$ cat src/sv/max_xor_subarray_trie_assert.svh
// ----------------------------------------------------------------------------
// Assertion macros for the maximum subarray XOR block
// Shared property wrappers on i_clk, disabled while i_rst_n is low.
// ----------------------------------------------------------------------------
`ifndef MAX_XOR_SUBARRAY_TRIE_ASSERT_SVH
`define MAX_XOR_SUBARRAY_TRIE_ASSERT_SVH

// same-cycle implication
`define MXST_ASSERT_IMPL(lbl, ante, cons) \
    lbl: assert property (@(posedge i_clk) disable iff (!i_rst_n) (ante) |-> (cons)) \
        else $error("mxst assertion failed");

// next-cycle implication
`define MXST_ASSERT_NEXT(lbl, ante, cons) \
    lbl: assert property (@(posedge i_clk) disable iff (!i_rst_n) (ante) |=> (cons)) \
        else $error("mxst assertion failed");

`endif

$ cat src/sv/mxst_pkg.sv
// ----------------------------------------------------------------------------
// mxst_pkg
// Types and sizing constants for the maximum subarray XOR trie block.
// ----------------------------------------------------------------------------
package mxst_pkg;

    localparam int WIDTH     = 32;
    localparam int MAX_ITEMS = 512;

    // every item plus the zero prefix may add WIDTH nodes, plus the root
    localparam int NODE_CAP = WIDTH * (MAX_ITEMS + 1) + 1;
    localparam int NIDX_W   = $clog2(NODE_CAP);
    localparam int NCNT_W   = $clog2(NODE_CAP + 1);
    localparam int ENTRY_W  = 2 * NIDX_W;
    localparam int LVL_W    = $clog2(WIDTH);
    localparam int HELD_W   = $clog2(MAX_ITEMS + 1);

    localparam int QDEPTH   = 4;
    localparam int QPTR_W   = $clog2(QDEPTH);

    typedef struct packed {
        logic [31:0] value;
        logic        last;
    } t_in;

    typedef struct packed {
        logic [31:0] max_xor;
        logic        overflow;
    } t_out;

    typedef struct packed {
        logic [WIDTH-1:0] value;
        logic             last;
        logic             drop;
    } t_qitem;

    typedef struct packed {
        logic              deq;
        logic              emit;
        logic [NCNT_W-1:0] node_count;
    } t_back_stat;

endpackage

$ cat src/sv/mxst_front.sv
// ----------------------------------------------------------------------------
// mxst_front
// Accepts input transactions and tags those beyond the set capacity as drops.
// ----------------------------------------------------------------------------
module mxst_front import mxst_pkg::*; (
    input  logic   i_clk,
    input  logic   i_rst_n,
    input  logic   i_push,
    input  t_in    i_in,
    input  logic   i_q_full,
    output logic   o_full,
    output logic   o_enq,
    output t_qitem o_qitem
);

    logic [HELD_W-1:0] r_held;
    logic [HELD_W-1:0] n_held;
    logic              accept;
    logic              drop;

    assign accept = i_push && !i_q_full;
    assign drop   = (r_held >= HELD_W'(MAX_ITEMS));

    always_comb begin
        n_held = r_held;
        if (accept) begin
            if (i_in.last) begin
                n_held = '0;
            end else if (!drop) begin
                n_held = r_held + HELD_W'(1);
            end
        end
    end

    always_ff @(posedge i_clk) begin
        if (!i_rst_n) begin
            r_held <= '0;
        end else begin
            r_held <= n_held;
        end
    end

    assign o_full        = i_q_full;
    assign o_enq         = accept;
    assign o_qitem.value = i_in.value[WIDTH-1:0];
    assign o_qitem.last  = i_in.last;
    assign o_qitem.drop  = drop;

endmodule

$ cat config.mk
export PLATFORM = sky130hd
export DESIGN_NAME = mxst_front
export DESIGN_NICKNAME = d
export VERILOG_FILES = /design/src/sv/max_xor_subarray_trie_assert.svh /design/src/sv/mxst_pkg.sv /design/src/sv/mxst_front.sv
export SDC_FILE = /design/constraint.sdc
export NUM_CORES = 1
export LEC_CHECK = 0
export ABC_AREA = 0
export BUFFER_PORTS_ARGS = -buffer_cell sky130_fd_sc_hd__buf_4
export CAP_MARGIN = 20
export CORE_MARGIN = 5
export CORE_UTILIZATION = 33
export CTS_CLUSTER_DIAMETER = 100
export CTS_CLUSTER_SIZE = 16
export DETAILED_ROUTE_END_ITERATION = 7
export PLACE_DENSITY = 0.79
export REMOVE_ABC_BUFFERS = 1
export SLEW_MARGIN = 20
export SYNTH_ARGS = -nofsm -noshare
export SYNTH_HDL_FRONTEND = slang
export SYNTH_SLANG_ARGS = --single-unit
$ cat constraint.sdc
create_clock -name i_clk -period 1.4 [get_ports i_clk]
set_input_delay 0.07 -clock i_clk [delete_from_list [all_inputs] [get_ports i_clk]]
set_output_delay 0.07 -clock i_clk [all_outputs]
set_load 0.005 [all_outputs]
==> results.toml, run 1 <==
[clock_network]
clk_pin_slew_ps = 70
clockBufferDepth = 2
cts_buffers = 3
hold_buffers = 0
insertion_delay_ps = 260
clkSinkCount = 10
cts_tree = "built"
h-tree-depth = 1
clock-root-buffer = "clkbuf_4"

[power]
leakagePower_uw = 0.0002573
total_power_uw = 601.6
p_per_area_nw_per_um2 = 860.2
worst_ir_drop_vdd_uv = 613.2

[global_route]
antenna_found_initial = 0
grt_max_degree = 10
grt_pass1_wl_mm = 3.249
first_global_vias = 491
grt_overflow_total = 0
track_usage = 0.1409

[logic_synthesis]
syn_inst = 96
yosys_warnings = 0
synth.avg_cell_area_sq_um = 8.237
synth_seq_area_share = 0.2532
synth_cell_types = 25
syn-cell-area_sq_um = 790.8
synth_seq_cells = 10

[finish]
largest_reg_flops = 10
fillers = 256
stdcell_area_sq_um = 699.4
drive_gt1_frac = 0.3289
largestRegisters = "r_held: 10 flops"
syn2layout_area_growth_pct = -11.55
largest-register = "r_held"
antennaDiodeCount = 0
layout.nets = 116

[drt]
drtPass1Iterations = 4
first_iter_violations = 7
drc_errors = 0
routed_via_density = 4.904
vias = 510
drt-wirelength-per-cell_um = 22.48
final_antenna_net_count = 0
finalWirelength_mm = 2.338

[timing]
hold_viol_final = 0
timing.final.ws_setup_ps = -15.04
setup-tns-final_ps = -15.04
fin_crit_ps = 1415
worst_pin_slew_ps = 351.3
fmax_mhz = 706.7
post-route-period-util = 1.011
relSlewSlack = 0.7625
rsz0062_at_grt = "true"
fin_worst_skew_ps = 3.548
maxSlewViolCount = 0
finalSetupViolations = 1

[worst_setup_path]
cpPeakStageDelay_ps = 350
path_max_fanout = 2
rr_startpoint = "r_held[0]$_SDFFE_PN0P_"
crit_required_ps = 1600
start_kind = "flop"
r2r-end = "r_held[8]$_SDFFE_PN0P_"
cp_slowest_cell = "dfxtp_2"
end_kind = "flop"
path_cells = "ha_4, nand2_2, or3_1, or3_1, a21oi_2"
crit_arrival_ps = 1610
crit_type = "flop to flop"
reg2reg_depth = 5
r2r_slack_ps = -20
critPathMostFrequentCell = "or3_1"

[die]
pin_count = 73
start_util = 0.3507
dieArea_sq_um = 3475
coreArea_sq_um = 2255
die_w_um = 58.95
die_y_um = 58.95
row_count = 17

[run_status]
status = "finished, violations left"
violations = "setup timing"

[min_path]
min_path_type = "primary input to flop"
hold_depth = 2
worstHoldEndpoint = "r_held[1]$_SDFFE_PN0P_"
hold_start = "i_rst_n"

[placed_design]
dpl_cell_area_sq_um = 634.4
dp_slack_ps = -95.67
io_buffers = 8
place_hpwl_mm = 1.969
place.gp.congestion = 0.7223

[run]
cap_violations = 0
[final cells by class]
cell class | instances | area [sq um] | share of cell area
multi-input cells | 43 | 301.5 | 0.4311
flip-flops and latches | 10 | 202.7 | 0.2898
repair buffers | 14 | 105.1 | 0.1503
clock buffers | 4 | 36.28 | 0.05188
well taps | 28 | 35.03 | 0.05009
inverters | 5 | 18.77 | 0.02683
[stage by stage]
step,hold WS (ps),std cells,util
finish,81.00,104,0.3102
floorplan,140.0,58,-
global route,76.10,104,0.3102
CTS,72.99,104,0.3102
detailed placement,140.1,99,0.2814
global placement,140.1,99,0.2814
[layer usage]
layer  part of all wire  wire length [um]  track usage  up-vias
met5                  0                 0      0.03175        -
met2               0.32               752       0.1309       40
met3               0.27               633       0.2061        2
met1               0.41               949       0.1723      236
li1                   -                 -            -      232
met4            0.00086                 2     0.009709        0
[synthesized netlist by cell type]
library cell  number  share of area
buf_4             35           0.33
ha_1               2          0.032
and3_1             1         0.0079
nor2b_4            1          0.017
nand3b_1           1         0.0095
a21oi_1            1         0.0063
xnor2_1            6          0.066
nand2_1            3          0.014
o21ai_0            2          0.013
nand4_1            1         0.0079
inv_1              5          0.024
nor4b_1            1          0.011
clkbuf_1           1         0.0047
nand2b_4           1          0.017
nor3_1             2          0.013
dfxtp_1           10           0.25
or3_1              2          0.016
buf_6              2          0.028
nor2_1             8          0.038
nor4_1             3          0.024
nand3_1            3          0.019
a21boi_0           2          0.019
o21a_1             1         0.0095
o21ai_1            1         0.0063
xor2_1             1          0.011
[power breakdown]
group	internal (uW)	leakage, uW	switching [uW]
Clock	158	0.0000210	97.1
Sequential	288	0.0000816	3.00
Combinational	28.9	0.000155	27.1
Total	474	0.000257	127
[logic make-up after synthesis]
kind of cell	count (synthesis)	share of synthesized area
buffers and inverters	43	0.3892
and+or+nand+nor	27	0.1946
DFF	10	0.2532
AOI/OAI and AO/OA	7	0.05378
xor gates and xnor gates	7	0.07753
adders and majority gates	2	0.03164
[worst max-delay path: cells and delay by family, from the launching register on]
| kind | cells | cell delay (ps) |
|---|---|---|
| and+or+nand+nor | 3 | 700 |
| DFF | 1 | 350 |
| AOI/OAI and AO/OA | 1 | 160 |
| adders and majority gates | 1 | 140 |
[how the worst max path moves through the flow]
| stage | start | end | slack (ps) | cells after the start |
|---|---|---|---|---|
| after floorplan | r_held[0]$_SDFFE_PN0P_ | r_held[8]$_SDFFE_PN0P_ | -40 | 5 |
| after global placement | r_held[1]$_SDFFE_PN0P_ | r_held[8]$_SDFFE_PN0P_ | -20 | 5 |
| after detailed placement | r_held[1]$_SDFFE_PN0P_ | r_held[8]$_SDFFE_PN0P_ | -100 | 5 |
| after CTS | r_held[0]$_SDFFE_PN0P_ | r_held[8]$_SDFFE_PN0P_ | -30 | 5 |
| after global routing | r_held[0]$_SDFFE_PN0P_ | r_held[8]$_SDFFE_PN0P_ | -50 | 5 |
| final | r_held[0]$_SDFFE_PN0P_ | r_held[8]$_SDFFE_PN0P_ | -20 | 5 |
[repair_timing]
item / 4_1_cts / 5_1_grt
buffers inserted: 1 / 0
resized for setup: 6 / 0
pin swaps: 1 / 2
cloned: 0 / 0
setup endpoints to repair: 2 / 1
[cells in the final DEF (no fill, tap or decap), drive strengths merged, types with 3 or more instances in the layout]
| cell type | n |
|---|---|
| nand2 | 3 |
| clkbuf | 4 |
| buf | 14 |
| inv | 5 |
| nor4 | 3 |
| o21ai | 3 |
| xnor2 | 6 |
| nor2 | 8 |
| dfxtp | 10 |
| nand3 | 3 |
(Power assumes the default switching activity.)
==> inputs of run 2 (changes only) <==
Settings changed: BUFFER_PORTS_ARGS -buffer_cell sky130_fd_sc_hd__buf_4 to unset, CORE_UTILIZATION 33 to 40, CTS_CLUSTER_SIZE 16 to 40, DONT_BUFFER_PORTS set to 1, PLACE_DENSITY 0.79 to 0.59.
==> run 2 against run 1 <==
Against the previous run:
- the run still ends with setup timing left
- global-route usage rose by 2.4 points
- clock-buffer cell count unchanged
- total power down 3.4%
- wire length shrank 2.5%
- clock power barely moved
- flip-flop and latch count is the same
- sequential share of layout area is 2.0 points higher
==> results.toml, run 2 (synthesis results as in run 1) <==
[run_status]
status = "finished, violations left"
violations = "setup timing"

[worst_setup_path]
crit_required_ps = 1600
path_max_fanout = 2
cp_slowest_cell = "or3_1"
critPathMostFrequentCell = "or3_1"
end_kind = "flop"
crit_type = "flop to flop"
crit_arrival_ps = 1600
reg2reg_depth = 5
start_kind = "flop"
path_cells = "ha_4, nand2_2, or3_1, or3_1, a21oi_2"
cpPeakStageDelay_ps = 370

[timing]
fin_crit_ps = 1401
relSlewSlack = 0.7718
timing.final.ws_setup_ps = -0.5808
hold_viol_final = 0
finalSetupViolations = 1
worst_pin_slew_ps = 339.1
post-route-period-util = 1.000
rsz0062_at_grt = "true"
maxSlewViolCount = 0
fin_worst_skew_ps = 6.433
fmax_mhz = 714.0

[die]
coreArea_sq_um = 1922
row_count = 16
pin_count = 73
die_w_um = 54.46
dieArea_sq_um = 2966
start_util = 0.4115
die_y_um = 54.46

[global_route]
track_usage = 0.1649
grt_pass1_wl_mm = 2.987
first_global_vias = 446
grt_max_degree = 11
grt_overflow_total = 0
antenna_found_initial = 0

[finish]
largest_reg_flops = 10
final_util = 0.3405
fillers = 223
drive_gt1_frac = 0.2609
stdcell_area_sq_um = 654.4
final_cell_mix = "8 x nor2_1, 8 x dfxtp_1, 6 x xnor2_1, 6 x buf_4, 5 x inv_1"
layout.nets = 109
antennaDiodeCount = 0
largestRegisters = "r_held: 10 flops"
largest-register = "r_held"
syn2layout_area_growth_pct = -17.25

[min_path]
hold_depth = 3
min_path_type = "primary input to flop"

[placed_design]
place.gp.congestion = 0.7491
dpl_cell_area_sq_um = 573.1
io_buffers = 0
place_hpwl_mm = 1.939

[power]
p_per_area_nw_per_um2 = 888.0
p_int_uw = 462.2
switching_share = 0.2045
pwr-share-comb = 0.063
p_switching_uw = 118.8
p_seq_frac = 0.500
worst_ir_drop_vdd_uv = 653.0
clockPowerShare = 0.437
leakagePower_uw = 0.0002231
total_power_uw = 581.1

[drt]
drt-wirelength-per-cell_um = 23.75
final_antenna_net_count = 0
vias = 479
drtPass1Iterations = 3
drc_errors = 0
first_iter_violations = 4
routed_via_density = 4.990
finalWirelength_mm = 2.280

[clock_network]
cts_buffers = 3
clk_pin_slew_ps = 70
clkSinkCount = 10
h-tree-depth = 1
insertion_delay_ps = 260
clock-root-buffer = "clkbuf_4"
cts_tree = "built"
clockBufferDepth = 2

[run]
cap_violations = 0
## run 2: cell types whose count changed in the layout (fill, tap and decap cells not counted), sizes merged
cell and delta:
buf -8, dlygate4sd3 +1
## run 2: what timing repair did
item	4_1_cts	5_1_grt
pin swaps	1	0
buffers inserted	1	0
endpoints found under the setup margin	1	2
hold buffers	1	0
hold endpoints to repair	1	0
gates resized for setup	3	4
## run 2: routing by layer
layer,GRT usage,part of all wire,routed length [um],vias up
met5,0,0,0,-
met4,0.06224,0.012,28,0
met3,0.2425,0.31,715,2
met2,0.1813,0.36,810,43
met1,0.1582,0.32,725,214
li1,-,-,-,220
## run 2: critical path, delay by kind of cell (launching register included)
kind	cells	cell delay, ps
AO/OA/AOI/OAI	1	120
adder cells (fa/ha/maj)	1	140
flip-flops	1	350
AND/OR/NAND/NOR	3	730
## run 2: through the flow
step                hold slack (ps)  setup TNS, ps  setup WS [ps]  instances
floorplan                     140.0         -36.38         -36.38         58
global placement              140.0         -16.63         -16.63         90
detailed placement            140.0         -63.75         -63.75         90
CTS                           6.754        -0.1992        -0.1992         96
global route                  20.93         -37.99         -37.99         96
finish                        11.18        -0.5808        -0.5808         96
## run 2: worst paths after layout
| path | startpoint | to | slack (ps) |
|---|---|---|---|
| max | r_held[0]$_SDFFE_PN0P_ | r_held[8]$_SDFFE_PN0P_ | -0.6 |
| min | i_in[0] | r_held[1]$_SDFFE_PN0P_ | 10 |
| max reg2reg | r_held[0]$_SDFFE_PN0P_ | r_held[8]$_SDFFE_PN0P_ | -0.6 |
| min reg2reg | r_held[7]$_SDFFE_PN0P_ | r_held[7]$_SDFFE_PN0P_ | 530 |
## run 2: area by class of cell
| type | count | area, sq um | area share |
|---|---|---|---|
| multi-input combinational | 43 | 307.8 | 0.4704 |
| sequential | 10 | 202.7 | 0.3098 |
| timing repair buffer | 7 | 55.05 | 0.08413 |
| clock buffer | 4 | 36.28 | 0.05545 |
| tap | 27 | 33.78 | 0.05163 |
| inverter | 5 | 18.77 | 0.02868 |
## run 2: power by group through the flow
stage,sequential [uW],combinational [uW],clock [uW]
global placement,295,32.7,0
CTS,289,36.0,262
global route,291,40.2,284
detailed placement,295,32.8,0
floorplan,296,20.2,0
finish,291,36.5,254
