===== config.mk =====
export PLATFORM = sky130hd
export DESIGN_NAME = mxst_queue
export DESIGN_NICKNAME = d
export VERILOG_FILES = /design/src/sv/max_xor_subarray_trie_assert.svh /design/src/sv/mxst_pkg.sv /design/src/sv/mxst_queue.sv
export SDC_FILE = /design/constraint.sdc
export NUM_CORES = 1
export LEC_CHECK = 0
export BUFFER_PORTS_ARGS = -buffer_cell sky130_fd_sc_hd__buf_2
export CAP_MARGIN = 20
export CORE_ASPECT_RATIO = 1.75
export CORE_MARGIN = 10
export CORE_UTILIZATION = 51
export DETAILED_ROUTE_END_ITERATION = 12
export PLACE_DENSITY = 0.75
export SLEW_MARGIN = 40
export SYNTH_ARGS = -nofsm -noshare
export SYNTH_HDL_FRONTEND = slang
export SYNTH_SLANG_ARGS = --single-unit

===== constraint.sdc =====
create_clock -name i_clk -period 1.95 [get_ports i_clk]
set_clock_uncertainty 0.1 [all_clocks]
set_input_delay 0.39 -clock i_clk [delete_from_list [all_inputs] [get_ports i_clk]]
set_output_delay 0.39 -clock i_clk [all_outputs]
set_load 0.05 [all_outputs]

===== src/sv/max_xor_subarray_trie_assert.svh =====
// ----------------------------------------------------------------------------
// Assertion macros for the maximum subarray XOR block
// Shared property wrappers on i_clk, disabled while i_rst_n is low.
// ----------------------------------------------------------------------------
`ifndef MAX_XOR_SUBARRAY_TRIE_ASSERT_SVH
`define MAX_XOR_SUBARRAY_TRIE_ASSERT_SVH

// same-cycle implication
`define MXST_ASSERT_IMPL(lbl, ante, cons) \
    lbl: assert property (@(posedge i_clk) disable iff (!i_rst_n) (ante) |-> (cons)) \
        else $error("mxst assertion failed");

// next-cycle implication
`define MXST_ASSERT_NEXT(lbl, ante, cons) \
    lbl: assert property (@(posedge i_clk) disable iff (!i_rst_n) (ante) |=> (cons)) \
        else $error("mxst assertion failed");

`endif


===== src/sv/mxst_pkg.sv =====
// ----------------------------------------------------------------------------
// mxst_pkg
// Types and sizing constants for the maximum subarray XOR trie block.
// ----------------------------------------------------------------------------
package mxst_pkg;

    localparam int WIDTH     = 32;
    localparam int MAX_ITEMS = 512;

    // every item plus the zero prefix may add WIDTH nodes, plus the root
    localparam int NODE_CAP = WIDTH * (MAX_ITEMS + 1) + 1;
    localparam int NIDX_W   = $clog2(NODE_CAP);
    localparam int NCNT_W   = $clog2(NODE_CAP + 1);
    localparam int ENTRY_W  = 2 * NIDX_W;
    localparam int LVL_W    = $clog2(WIDTH);
    localparam int HELD_W   = $clog2(MAX_ITEMS + 1);

    localparam int QDEPTH   = 4;
    localparam int QPTR_W   = $clog2(QDEPTH);

    typedef struct packed {
        logic [31:0] value;
        logic        last;
    } t_in;

    typedef struct packed {
        logic [31:0] max_xor;
        logic        overflow;
    } t_out;

    typedef struct packed {
        logic [WIDTH-1:0] value;
        logic             last;
        logic             drop;
    } t_qitem;

    typedef struct packed {
        logic              deq;
        logic              emit;
        logic [NCNT_W-1:0] node_count;
    } t_back_stat;

endpackage


===== src/sv/mxst_queue.sv =====
// ----------------------------------------------------------------------------
// mxst_queue
// Short FIFO of classified items between the front and the trie engine.
// ----------------------------------------------------------------------------
module mxst_queue import mxst_pkg::*; (
    input  logic   i_clk,
    input  logic   i_rst_n,
    input  logic   i_enq,
    input  t_qitem i_data,
    input  logic   i_deq,
    output t_qitem o_data,
    output logic   o_full,
    output logic   o_empty
);

    t_qitem            r_mem [QDEPTH];
    logic [QPTR_W-1:0] r_wptr;
    logic [QPTR_W-1:0] r_rptr;
    logic [QPTR_W:0]   r_level;
    logic              do_enq;
    logic              do_deq;

    assign o_full  = (r_level == (QPTR_W+1)'(QDEPTH));
    assign o_empty = (r_level == '0);
    assign do_enq  = i_enq && !o_full;
    assign do_deq  = i_deq && !o_empty;
    assign o_data  = r_mem[r_rptr];

    always_ff @(posedge i_clk) begin
        if (do_enq) begin
            r_mem[r_wptr] <= i_data;
        end
    end

    always_ff @(posedge i_clk) begin
        if (!i_rst_n) begin
            r_wptr  <= '0;
            r_rptr  <= '0;
            r_level <= '0;
        end else begin
            if (do_enq) begin
                r_wptr <= r_wptr + QPTR_W'(1);
            end
            if (do_deq) begin
                r_rptr <= r_rptr + QPTR_W'(1);
            end
            unique case ({do_enq, do_deq})
                2'b10:   r_level <= r_level + (QPTR_W+1)'(1);
                2'b01:   r_level <= r_level - (QPTR_W+1)'(1);
                default: r_level <= r_level;
            endcase
        end
    end

endmodule


==> flow_summary.yaml, run 1 <==
status:
  status: "finished, violations left"
  violations: "negative setup slack"
sta:
  fmax_mhz: 448
  tightest_slew_ps: 264
  finalCriticalPeriod_ps: 2230
  fin_ws_ps: -284
  hold_ws_ps: 96.9
  setup_viol: 35
  slew_viol_final: 0
  slew_headroom_pct: 82.2
  setup_tns_ps: -8020
  grt_setup_unrepaired: "true"
  hold_viol: 0
  fin_crit_sh_pct: 115
floorplanning:
  die_y_microns: 157
  core_sq_um: 10400
  dieArea_sq_um: 15300
  die_w_microns: 98.0
  floorplan.initialDensity_pct: 52.5
  io_pins: 74
  num_rows: 49
pwr:
  clockPowerShare_pct: 29.9
  p_leak_nw: 2.44
  swShare_pct: 30.8
  switchingPower_mw: 3.32
  p_per_area_nw_per_um2: 1520
  pwr-share-seq_pct: 36.5
  vdd_drop_max_v: 0.00120
  p_int_mw: 7.45
  finalPower_mw: 10.8
  combPwrFrac_pct: 33.6
clocking:
  path_clk_slew_ps: 60
  h-tree-depth: 4
  cts_buffer_depth: 2
  insertion_delay_ps: 410
  cts_sinks: 145
  cts_hold_buf: 0
  cts_buffers: 17
  root_buffer: "clkbuf_16"
  cts_tree: "done"
critical_path:
  startpoint_type: "flop"
  crit_fanout: 5
  end_kind: "primary output"
  crit_type: "reg -> out"
  critical_path_arrival_ps: 1740
  required_ps: 1460
synth:
  ys_warn_count: 0
  syn_area_sq_um: 5440
  synth.distinct_cells: 24
  yosysSeqAreaShare_pct: 78.5
  syn_area_per_cell_sq_um: 23.4
  synth_nets: 276
  synthXorXnorAreaFrac_pct: 0.322
  synthArstFlopShare_pct: 0
  synth_flop_cell: "edfxtp_1"
  yosys-mux-area-fraction_pct: 14.5
  synth_edf_count: 136
  synthCells: 232
  synth_top_family_by_area: "multiplexers"
  synthAdderAreaFrac_pct: 1.52
  synth-compound-area-share_pct: 0.737
  synth-simple-area-share_pct: 2.26
  synth-seq-cells: 145
cells_and_area:
  area_growth_pct: 30.1
  fin_nets: 379
  fillCellCount: 646
  drive_above_1_share_pct: 49.4
  utilization_pct: 68.3
route:
  final_antenna_net_count: 0
  drt-vias-per-instance: 5.42
  wire_per_inst_microns: 21.1
  drc: 0
  num_vias: 2590
  drt-total-wl_mm: 10.1
  dr.pass1.iters: 6
  drtIter0Drc: 144
global_routing:
  grt.total_usage_pct: 13.7
  grt_max_degree: 35
  grt-ovfl-total: 0
  grt_pass1_vias: 2935
  antenna_found_initial: 3
  grt_first_pass_wirelength_mm: 15.6
min_path:
  hp-class: "in -> reg"
run:
  drv_cap: 0
place:
  dpl.hpwl_mm: 6.52
  gp_congestion: 0.747
  io_buffers: 73
cells by family (layout without fill, tap and decap cells):
logic type                 after synthesis  in the layout
buffers and inverters                   16            132
AOI/OAI and AO/OA                        7              7
adders and majority gates                6              6
xor gates and xnor gates                 2              2
other                                    0              3
muxes                                   36             36
and+or+nand+nor                         20             20
DFF                                    145            145
metrics by stage:
stage / cell area (sq um) / cells / setup slack, ps
2_1_floorplan: 5480 / 232 / -454
3_3_place_gp: 6150 / 437 / -21.0
3_5_place_dp: 6150 / 437 / -138
4_1_cts: 7050 / 474 / -324
5_1_grt: 7070 / 476 / -333
6_report: 7070 / 478 / -284
critical path, stage by stage (launching register included):
cell     delay (ps)
dfxtp_4         410
buf_12          120
buf_16          110
mux4_2          520
buf_8           170
cells in the mapped netlist (2+ instances only):
library cell | count | share of area [%]
a21boi_1 | 2 | 0.28
and2_1 | 6 | 0.69
buf_12 | 3 | 1.1
buf_2 | 4 | 0.37
dfxtp_1 | 9 | 3.3
edfxtp_1 | 136 | 75
ha_1 | 5 | 1.2
inv_1 | 5 | 0.35
mux2i_1 | 2 | 0.37
mux4_2 | 34 | 14
nand2_1 | 7 | 0.48
nor2b_1 | 2 | 0.23
o21ai_0 | 5 | 0.46
or3_1 | 2 | 0.23
timing repair:
item | 4_1_cts | 5_1_grt
pin swaps | 2 | 1
setup endpoints to repair | 35 | 35
setup buffers | 3 | 2
cloned | 2 | 0
resized for setup | 73 | 6
cells in the final DEF (no fill, tap or decap), types with 2 or more instances in the layout:
cell type / count
bufinv_16: 4
and2_2: 4
buf_2: 39
nor2b_2: 2
dfxtp_1: 4
mux4_2: 34
ha_1: 4
inv_2: 2
or3_1: 2
o21ai_0: 4
dfxtp_4: 3
clkinv_1: 4
edfxtp_1: 136
mux2i_1: 2
inv_1: 4
nand2_1: 7
and2_1: 2
buf_6: 33
buf_8: 2
clkinv_2: 3
buf_12: 12
buf_4: 7
dfxtp_2: 2
clkbuf_16: 17
diode_2: 3
clkbuf_1: 2
flip-flops by register name (all words and copies together) (netlist names), named ones only:
name     flops
r_mem      136
r_level      3
r_rptr       2
r_wptr       2
path summary, 6_finish.rpt:
check / to / cells after the start / start / slack, ps
setup reg to reg: r_level[2] / 9 / r_level[1] / -60
hold reg to reg: flop / 2 / r_rptr[1] / 400
setup / recovery: o_data[11] / 4 / flop / -280
hold / removal: r_mem[0][24] / 1 / i_data[24] / 100
layout make-up:
class | count | area [sq um] | area share, %
timing repair buffer | 94 | 917 | 13.0
multi-input combinational | 71 | 1090 | 15.4
clock inverter | 13 | 166 | 2.35
tap | 127 | 159 | 2.25
antenna | 3 | 7.51 | 0.106
inverter | 6 | 22.5 | 0.318
clock buffer | 19 | 433 | 6.12
sequential | 145 | 4280 | 60.5
metal layers:
layer	GRT usage, %	up-vias	share of wire [%]
met5	0	-	0
met2	24.9	84	57
met1	13.2	1328	35
met3	5.47	14	6.1
met4	6.19	0	2.2
li1	-	1164	-
power groups by stage:
stage                     Combinational [mW]  Sequential (mW)  Clock, mW
after detailed placement                3.08             3.97          0
after CTS                               3.68             3.92       3.28
final                                   3.62             3.93       3.22
after global routing                    3.81             3.96       3.40
after floorplan                         2.37             3.92          0
after global placement                  3.04             3.94          0
(Power assumes the default switching activity.)
==> run 2: changes to the inputs <==
Settings changed: ABC_AREA set to 1.
==> run 2 against run 1 <==
  * The run still ends with negative setup slack left
  * Utilization rose by 2.7 points
  * Register-to-register slack improved by 130 ps
  * Wire length up 31%
  * Sequential power fell by 2%
  * Non-clock buffer count is 10 higher
  * Clock power up 4%
  * Die area is 1.4% higher
  * Global-route usage is 3.3 points higher
  * Sequential cell count is the same
  * Fmax rose by 5.4%
  * Critical endpoint is now o_data[15]
==> flow_summary.yaml, run 2 <==
min_path:
  hold_path_depth: 1
  min_from: "i_data[32]"
  hp-class: "in -> reg"
status:
  status: "finished, violations left"
  violations: "negative setup slack"
route:
  wire_per_inst_microns: 20.5
  num_vias: 3632
  drtIter0Drc: 197
  dr.pass1.iters: 4
  drt-total-wl_mm: 13.2
  final_antenna_net_count: 0
  drt-vias-per-instance: 5.64
  drc: 0
synth:
  synth.most_common_cell: "edfxtp_1"
  yosysSeqAreaShare_pct: 77.2
  ys_warn_count: 0
  synth.distinct_cells: 19
  synth_nets: 443
  synthCells: 399
  syn_area_sq_um: 5520
  synth_top_area_share_pct: 73.9
  yosysTopAreaCell: "edfxtp_1"
  synth_flop_cell: "edfxtp_1"
  syn_area_per_cell_sq_um: 13.8
  synthTopCellsByCount: "edfxtp_1 (136), nor2_1 (78), o21ai_0 (65)"
  synth-seq-cells: 145
  netlist_top_cells_area: "edfxtp_1 (74%), o21ai_0 (5.9%), nor2_1 (5.3%)"
  synthArstFlopShare_pct: 0
  synth_edf_count: 136
cells_and_area:
  largest_registers: "r_mem: 136 flops, r_level: 3 flops"
  fin_nets: 545
  drive_above_1_share_pct: 38.3
  multiInputGateArea_sq_um: 1360
  diodes: 0
  regMostFlops: "r_mem"
  fillCellCount: 692
  final_cell_mix: "edfxtp_1 (136), nor2_1 (71), buf_2 (38), buf_6 (32), o22ai_2 (31)"
  mostFrequentLayoutCell: "edfxtp_1"
  ff_latch_area_sq_um: 4270
  largest_reg_flops: 136
  layoutNonFillerInstCount: 644
  area_growth_pct: 36.6
clocking:
  cts_sinks: 145
  root_buffer: "clkbuf_16"
  cts_tree: "done"
  cts_buffer_depth: 2
  path_clk_slew_ps: 60
  cts_buffers: 17
  insertion_delay_ps: 410
  h-tree-depth: 4
place:
  dp_cells: 602
  pre_cts_slack_ps: -37.8
  gp_congestion: 0.754
  dpl.hpwl_mm: 7.71
  io_buffers: 73
run:
  drv_cap: 0
sta:
  slew_headroom_pct: 82.4
  slew_viol_final: 0
  fin_ws_ps: -169
  setup_viol: 34
  fmax_mhz: 472
  setup_tns_ps: -3510
  hold_viol: 0
  fin_crit_sh_pct: 109
  finalCriticalPeriod_ps: 2120
  hold_ws_ps: 81.3
  grt_setup_unrepaired: "true"
  tightest_slew_ps: 264
floorplanning:
  floorplan.initialDensity_pct: 51.9
  core_sq_um: 10600
  die_y_microns: 158
  die_w_microns: 98.7
  num_rows: 50
  io_pins: 74
  dieArea_sq_um: 15600
critical_path:
  end_kind: "primary output"
  cp_slowest_cell: "dfxtp_4"
  crit_fanout: 12
  critical_path_arrival_ps: 1630
  crit_chain: "inv_8 -> buf_8 -> o21ai_0 -> o22ai_1 -> buf_4"
  startpoint_type: "flop"
  critPathBufInv: 3
  crit_cells: 5
  slowest_delay_ps: 430
  crit_type: "reg -> out"
  required_ps: 1460
  critical_path.top_delay_family: "buffers and inverters"
  rr_worst_depth: 10
  r2r_start: "r_level[1]"
pwr:
  pwr-share-seq_pct: 33.4
  combPwrFrac_pct: 37.7
  p_int_mw: 7.43
  clockPowerShare_pct: 28.9
  finalPower_mw: 11.5
  switchingPower_mw: 4.11
  p_leak_nw: 2.75
  p_per_area_nw_per_um2: 1530
  vdd_drop_max_v: 0.00115
  swShare_pct: 35.6
global_routing:
  antenna_found_initial: 1
  met3_usage_pct: 4.54
  grt-ovfl-total: 0
  grt_max_degree: 28
  grt.total_usage_pct: 17.0
  grt.busiest_layer: "met2"
  met2_usage_pct: 32.1
  grt_util_met1_pct: 16.1
  grt_first_pass_wirelength_mm: 20.1
  grt_pass1_vias: 3823
run 2: cell types whose count changed in the layout (fill, tap and decap cells not counted), sizes merged, moves of 5 or more:
cell,previous run,this run
o21ai,5,70
nor2,0,78
and2,6,0
buf,94,102
nand3,0,5
o22ai,0,34
inv,7,20
a21oi,0,5
mux4,34,0
nand2,7,15
run 2: area by class of cell:
type / instances / area share [%]
flip-flops and latches: 145 / 56.6
multi-input cells: 213 / 18.1
repair buffers: 104 / 13.8
clock buffers: 17 / 5.64
clock inverters: 15 / 2.55
well taps: 130 / 2.16
inverters: 20 / 1.13
run 2: repair_timing:
| item | 4_1_cts | 5_1_grt |
|---|---|---|
| endpoints found under the hold margin | 0 | 0 |
| cloned | 4 | 1 |
| setup buffers | 4 | 1 |
| hold buffers | 0 | 0 |
| endpoints found under the setup margin | 35 | 36 |
| gates resized for setup | 91 | 60 |
| pin swaps | 10 | 19 |
run 2: worst paths after layout:
path                  end  slack, ps
max            o_data[15]       -170
min          r_mem[0][32]         80
max reg2reg    r_level[2]         70
min reg2reg     r_wptr[0]        410
run 2: cell families after synthesis:
logic type                 share of synthesized area [%]
DFF                                                 77.2
AOI/OAI and AO/OA                                   10.6
and+or+nand+nor                                     6.82
buffers and inverters                               3.85
adders and majority gates                           1.49
run 2: worst register-to-register path, delay by kind of cell, from the launching register on:
kind / cells / cell delay (ps)
buffers and inverters: 1 / 80
DFF: 1 / 350
adders and majority gates: 2 / 530
and+or+nand+nor: 7 / 720
run 2: metal layers:
metal  wire (microns)  vias up
li1                 -     1682
met1             4500     1803
met2             7730      120
met3              650       25
met4              280        2
met5               19        -
run 2: stage by stage:
step,util [%],instance area [sq um]
2_1_floorplan,-,5720
3_3_place_gp,60.0,6380
3_5_place_dp,60.0,6380
4_1_cts,69.2,7360
5_1_grt,70.9,7540
6_report,70.9,7540
run 2: power groups by stage:
stage          clock network (mW)  logic [mW]  registers (mW)
2_1_floorplan                   0        2.54            3.84
4_1_cts                      3.38        4.11            3.83
3_3_place_gp                    0        3.32            3.86
5_1_grt                      3.54        4.61            3.87
6_report                     3.34        4.35            3.85
3_5_place_dp                    0        3.39            3.87
